[config.mk]
export PLATFORM = sky130hd
export DESIGN_NAME = lob_queue
export DESIGN_NICKNAME = d
export VERILOG_FILES = /design/src/design/lob_pkg.sv /design/src/design/lob_queue.sv
export SDC_FILE = /design/constraint.sdc
export NUM_CORES = 1
export LEC_CHECK = 0
export ABC_CLOCK_PERIOD_IN_PS = 9750
export BUFFER_PORTS_ARGS = -buffer_cell sky130_fd_sc_hd__buf_2
export CAP_MARGIN = 10
export CORE_MARGIN = 5
export CORE_UTILIZATION = 30
export DETAILED_ROUTE_END_ITERATION = 10
export GPL_ROUTABILITY_DRIVEN = 1
export GPL_TIMING_DRIVEN = 0
export PLACE_DENSITY = 0.6
export SETUP_SLACK_MARGIN = 0.2
export SLEW_MARGIN = 30
export SYNTH_ARGS = -nofsm -noshare
export SYNTH_HDL_FRONTEND = slang
export SYNTH_SLANG_ARGS = --single-unit
[constraint.sdc]
create_clock -name clk -period 9.75 [get_ports clk]
set_input_delay 0.975 -clock clk [delete_from_list [all_inputs] [get_ports clk]]
set_output_delay 0.975 -clock clk [all_outputs]
set_load 0.1 [all_outputs]
[src/design/lob_pkg.sv]
// lob_pkg: shared types and codes of the limit order book matcher.
// Used by lob_front, lob_queue, lob_back and limit_order_book_matcher.
`timescale 1ns / 1ps
package lob_pkg;

  localparam int unsigned ORDER_SLOTS_DEF = 32;
  localparam int unsigned PRICE_TICKS_DEF = 1024;
  localparam int unsigned PRICE_W         = 10;
  localparam int unsigned QTY_W           = 32;
  localparam int unsigned ID_W            = 32;
  localparam int unsigned QUEUE_DEPTH     = 2;

  localparam logic REQ_ADD    = 1'b0;
  localparam logic REQ_CANCEL = 1'b1;
  localparam logic SIDE_BUY   = 1'b0;
  localparam logic SIDE_SELL  = 1'b1;

  typedef enum logic [2:0] {
    KIND_TRADE      = 3'd0,
    KIND_DONE       = 3'd1,
    KIND_RESTED     = 3'd2,
    KIND_POOL_FULL  = 3'd3,
    KIND_CANCELLED  = 3'd4,
    KIND_NOT_FOUND  = 3'd5
  } kind_t;

  typedef enum logic [2:0] {
    ST_IDLE,
    ST_SEL,
    ST_FILL,
    ST_REST,
    ST_CANCEL
  } back_state_t;

  typedef struct packed {
    logic               req_type;
    logic               side;
    logic [PRICE_W-1:0] price;
    logic [QTY_W-1:0]   qty;
    logic [ID_W-1:0]    id;
  } req_t;

endpackage

[src/design/lob_queue.sv]
// lob_queue: short request queue between the front and the back.
// Depends on lob_pkg for the request type and depth.
`timescale 1ns / 1ps
module lob_queue (
  input  logic          clk,
  input  logic          rst_n,
  input  logic          push,
  input  lob_pkg::req_t push_data,
  output logic          full,
  input  logic          pop,
  output lob_pkg::req_t pop_data,
  output logic          empty
);
  import lob_pkg::*;

  localparam int unsigned QW = (QUEUE_DEPTH > 1) ? $clog2(QUEUE_DEPTH) : 1;

  req_t           mem_r [QUEUE_DEPTH];
  logic [QW-1:0]  wr_ptr_r, rd_ptr_r;
  logic [QW:0]    cnt_r;

  assign full     = (cnt_r == (QW+1)'(QUEUE_DEPTH));
  assign empty    = (cnt_r == '0);
  assign pop_data = mem_r[rd_ptr_r];

  always_ff @(posedge clk) begin
    if (!rst_n) begin
      wr_ptr_r <= '0;
      rd_ptr_r <= '0;
      cnt_r    <= '0;
    end else begin
      if (push) wr_ptr_r <= wr_ptr_r + 1'b1;
      if (pop)  rd_ptr_r <= rd_ptr_r + 1'b1;
      if (push && !pop)      cnt_r <= cnt_r + 1'b1;
      else if (pop && !push) cnt_r <= cnt_r - 1'b1;
    end
  end

  always_ff @(posedge clk) begin
    if (push) mem_r[wr_ptr_r] <= push_data;
  end

endmodule

## After elaboration in Yosys (flattened, before gate mapping)

Memories as Yosys holds them, arrays and structs flattened. A register that Yosys moved wholly into a read port is not among the register bits.
Cells that the tools add are included.

- Bits in registers: 4
- RAM bits: 152
- Input bits: 80
- Output and inout port bits: 78
- Logic and storage cells: 21
- Memories kept: 1

Memory list:

| name | words | bits a word | read ports | clocked after memory_dff | write ports | line | RTL |
|---|---|---|---|---|---|---|---|
| mem_r | 2 | 76 | 1 | 1 | 1 | lob_queue.sv:18 | `req_t mem_r [QUEUE_DEPTH];` |

- Add/sub/neg operators: 4
- Eq/ne operators: 1
- Mux-type cells: 6
- Reductions and logical operators: 6

Operators with widths:

| cell | count |
|---|---|
| $mux W1 | 4 |
| $mux W2 | 2 |
| $add A1 B1 Y1 const B | 2 |
| $add A2 B1 Y2 const B | 1 |
| $eq A2 B2 Y1 const B | 1 |
| $logic_and A1 B1 Y1 | 2 |
| $logic_not A1 Y1 | 2 |
| $logic_not A2 Y1 | 1 |
| $reduce_bool A2 Y1 | 1 |
| $sub A2 B1 Y2 const B | 1 |

## Logic depth before layout (Yosys ltp)

- Depth after elaboration: 4
- Gate-level depth with buffers: 5
- Gate-level depth less buffers: 5

## Worst setup path before layout

Ideal clock, no wire load.

- Path kind: input to register
- From: input push
- To: memory mem_r[0][0] (netlist bit), enable pin
- Setup time: 521 ps
- Data arrival time: 4333 ps
- Required time: 9229 ps
- Path slack: 4896 ps
- Stages on the path: 1
- Path buffers: 0
- Cell sequence: nor2b_1

- Cells in the longest elaborated chain, start to end: 2

Ends and longest elaborated chain:

| element | line | RTL |
|---|---|---|
| from (decl) | lob_queue.sv:7 | `input logic push,` |
| $mux W1 | lob_queue.sv:40 | `if (push) mem_r[wr_ptr_r] <= push_data;` |
| $mux W1 (implied by the code) | lob_queue.sv:40 |  |
| to (decl) | lob_queue.sv:18 |  |

Every way passes these cells.

==> results by group <==
Run status
  – Run status: finished clean

Layout
  – Layout cells sized above 1: 0.607
  – Nets: 521
  – Area of the multi-input gates: 0.00113 mm^2
  – Fill cells: 1787
  – Diode count: 0
  – Flip-flop and latch area: 0.00466 mm^2
  – Area grow syn2layout: 31.8%

Synth
  – Synth area leaders: edfxtp_1, mux2_4, mux2_2
  – Distinct cells, synth: 19
  – Count leader, synth: edfxtp_1
  – Top post-synthesis cells by count: edfxtp_1, mux2_4, mux2_2
  – Syn nets: 339
  – Post-synth ARST share: 0
  – Top_reg_cell synth: edfxtp_1
  – YS warnings: 0
  – Sequential area share after synthesis: 0.797
  – Post-Syn Area: 0.00586 mm^2
  – EDFF count, synth: 152
  – Post-Syn Area per Cell: 22.7 um^2
  – Synth Instances: 258
  – Yosys top cell by area: edfxtp_1
  – Post-synth top area share: 0.779
  – #FFs+latches synth: 157

GRT
  – Grt total ovfl: 0
  – Initial antenna violation count: 0
  – Vias in the first global route: 3337
  – First-pass GRT wire length: 17.3 mm
  – GRT Overall Usage: 0.104
  – Largest net degree at the start of global routing: 32

Hold path
  – WHS Path Cells: 2
  – Sink of the worst hold path: cnt_r[1]
  – Worst Hold Launch: cnt_r[1]
  – Worst hold path type: flop to flop

CTS
  – Setup bufs post-CTS: 0
  – Post-CTS resize count: 0
  – Skew-Pair Late Insertion Delay: 0.40 ns
  – Clock tree root buffer cell: clkbuf_16
  – TritonCTS sink count: 157
  – Clock H-tree levels: 4
  – Clock Path Buffers: 2
  – CTS tree: built
  – CTS buffer count: 17
  – # hold bufs at CTS: 0
  – Reg clk slew, reported paths: 0.06 ns

Timing
  – Slew Limit Fails: 0
  – Period utilisation layout: 0.290
  – Worst Max-Slew Pin Slew: 0.575 ns
  – Worst Slack Setup Final: 6.92 ns
  – RSZ-0062 raised after global routing: false
  – Minimum clock period: 2.83 ns
  – Setup_tns: 0 ns
  – Final setup viols: 0
  – Fin Clk Skew: 0.00558 ns
  – Max-slew headroom: 0.616
  – Final Hold Fails: 0
  – Max frequency: 0.354 GHz

Worst setup path
  – CP cell instances: buf_4, buf_6, mux2_4, buf_2
  – WP buf/inv: 3
  – Crit Path Max Fanout: 10
  – Stages on the worst setup path: 4
  – Slowest cell on the critical path: dfxtp_1
  – R2R depth: 3
  – Kind of critical path: flop to output port
  – Delay-heaviest family, CP: buffers and inverters
  – Reg2reg setup slack: 8.21 ns
  – Crit end category: output port
  – Worst path max stage delay: 0.35 ns
  – Worst path required time: 8.78 ns
  – CP Data Arrival Time: 1.85 ns
  – Crit path launch type: flop
  – FF-to-FF End: mem_r[0][9]
  – Reg-to-Reg Start: wr_ptr_r

Die
  – # rows: 51
  – Starting Density: 0.303
  – Die footprint: 0.0224 mm^2
  – I/O Pins: 158
  – Die H: 150 um
  – Die W: 150 um
  – Core area: 0.0193 mm^2

Detailed routing
  – DR pass1 iterations: 4
  – Final ANT Viol Nets: 0
  – Vias: 2953
  – Drt drc: 0
  – DR WL/cell: 16.1 um
  – Final WL: 11.6 mm
  – First-iteration detailed-routing DRC count: 56
  – Via-to-Cell Ratio: 4.11

Pwr
  – Power density over the cells: 240 mW/mm^2
  – Leak: 2.98 nW
  – Peak VDD IR: 112 uV

Placement
  – Hpwl dp: 8.29 mm
  – Routability cong.: 0.645
  – PortBufs: 157
  – DP Worst Slack: 7.32 ns

Job
  – Max-cap violations: 0
==> through the flow <==
stage	hold slack [ns]	util	std cells	area, um^2	power [mW]
global route	0.581	0.399	718	7720	1.92
floorplan	0.466	-	258	5860	1.14
CTS	0.506	0.399	718	7720	1.88
global placement	0.486	0.361	680	6970	1.21
finish	0.505	0.399	718	7720	1.85
detailed placement	0.496	0.369	686	7130	1.22
==> routing by layer <==
layer,vias up,track usage,wire [um]
met2,103,0.185,6030
met4,0,0.0393,171
li1,1382,-,-
met3,11,0.0421,837
met1,1457,0.110,4560
met5,-,0,0
==> cells by family (layout without fill, tap and decap cells) <==
family	count (synthesis)	in the layout	share of synthesized area
DFF	157	157	0.797
muxes	76	76	0.172
and+or+nand+nor	9	9	0.00940
buffers and inverters	9	204	0.0122
AOI/OAI and AO/OA	3	3	0.00342
xor gates and xnor gates	3	3	0.00449
adders and majority gates	1	1	0.00214
==> how the worst max path moves through the flow <==
stage / to / slack, ns
6_report: pop_data[16] / 6.92
5_1_grt: pop_data[23] / 6.81
4_1_cts: pop_data[38] / 6.86
3_5_place_dp: pop_data[38] / 7.32
3_3_place_gp: mem_r[0][55] / 2.62
2_1_floorplan: mem_r[0][0] / 4.90
==> sequential cells by signal, summed over array words and instances (netlist names), named ones only <==
register / cells
mem_r: 152
cnt_r: 2
rd_ptr_r: 1
wr_ptr_r: 1
==> worst reg2reg max path: cells and delay by family (launching register included) <==
kind	cells	cell delay [ns]
AND/OR/NAND/NOR	1	0.48
buffers and inverters	2	0.41
flip-flops	1	0.34
==> cell usage in the layout, fill, tap and decap left out, types with 2 or more instances in the layout <==
cell type,Yosys,final
clkbuf_16,0,17
and2_1,4,3
mux2_4,40,40
bufinv_16,0,3
buf_2,3,160
buf_16,0,4
xor2_1,2,2
buf_6,4,4
buf_12,0,2
clkinv_1,0,2
mux2_2,36,36
clkinv_2,0,2
clkbuf_1,0,4
edfxtp_1,152,152
dfxtp_1,5,5
clkinv_4,0,3
==> cell type report <==
class / count / share of cell area
plain buffers: 8 / 0.00876
clock buffers: 21 / 0.0571
clock inverters: 11 / 0.0185
inverters: 1 / 0.000486
multi-input cells: 92 / 0.146
flip-flops and latches: 157 / 0.605
well taps: 265 / 0.0430
repair buffers: 163 / 0.121
==> power by group <==
part           internal (mW)  leakage, nW  switching [mW]
registers              0.779         1.47         0.00890
clock network          0.402        0.284           0.250
logic                 0.0920         1.23           0.317
total                   1.27         2.98           0.575
(Power assumes the default switching activity.)
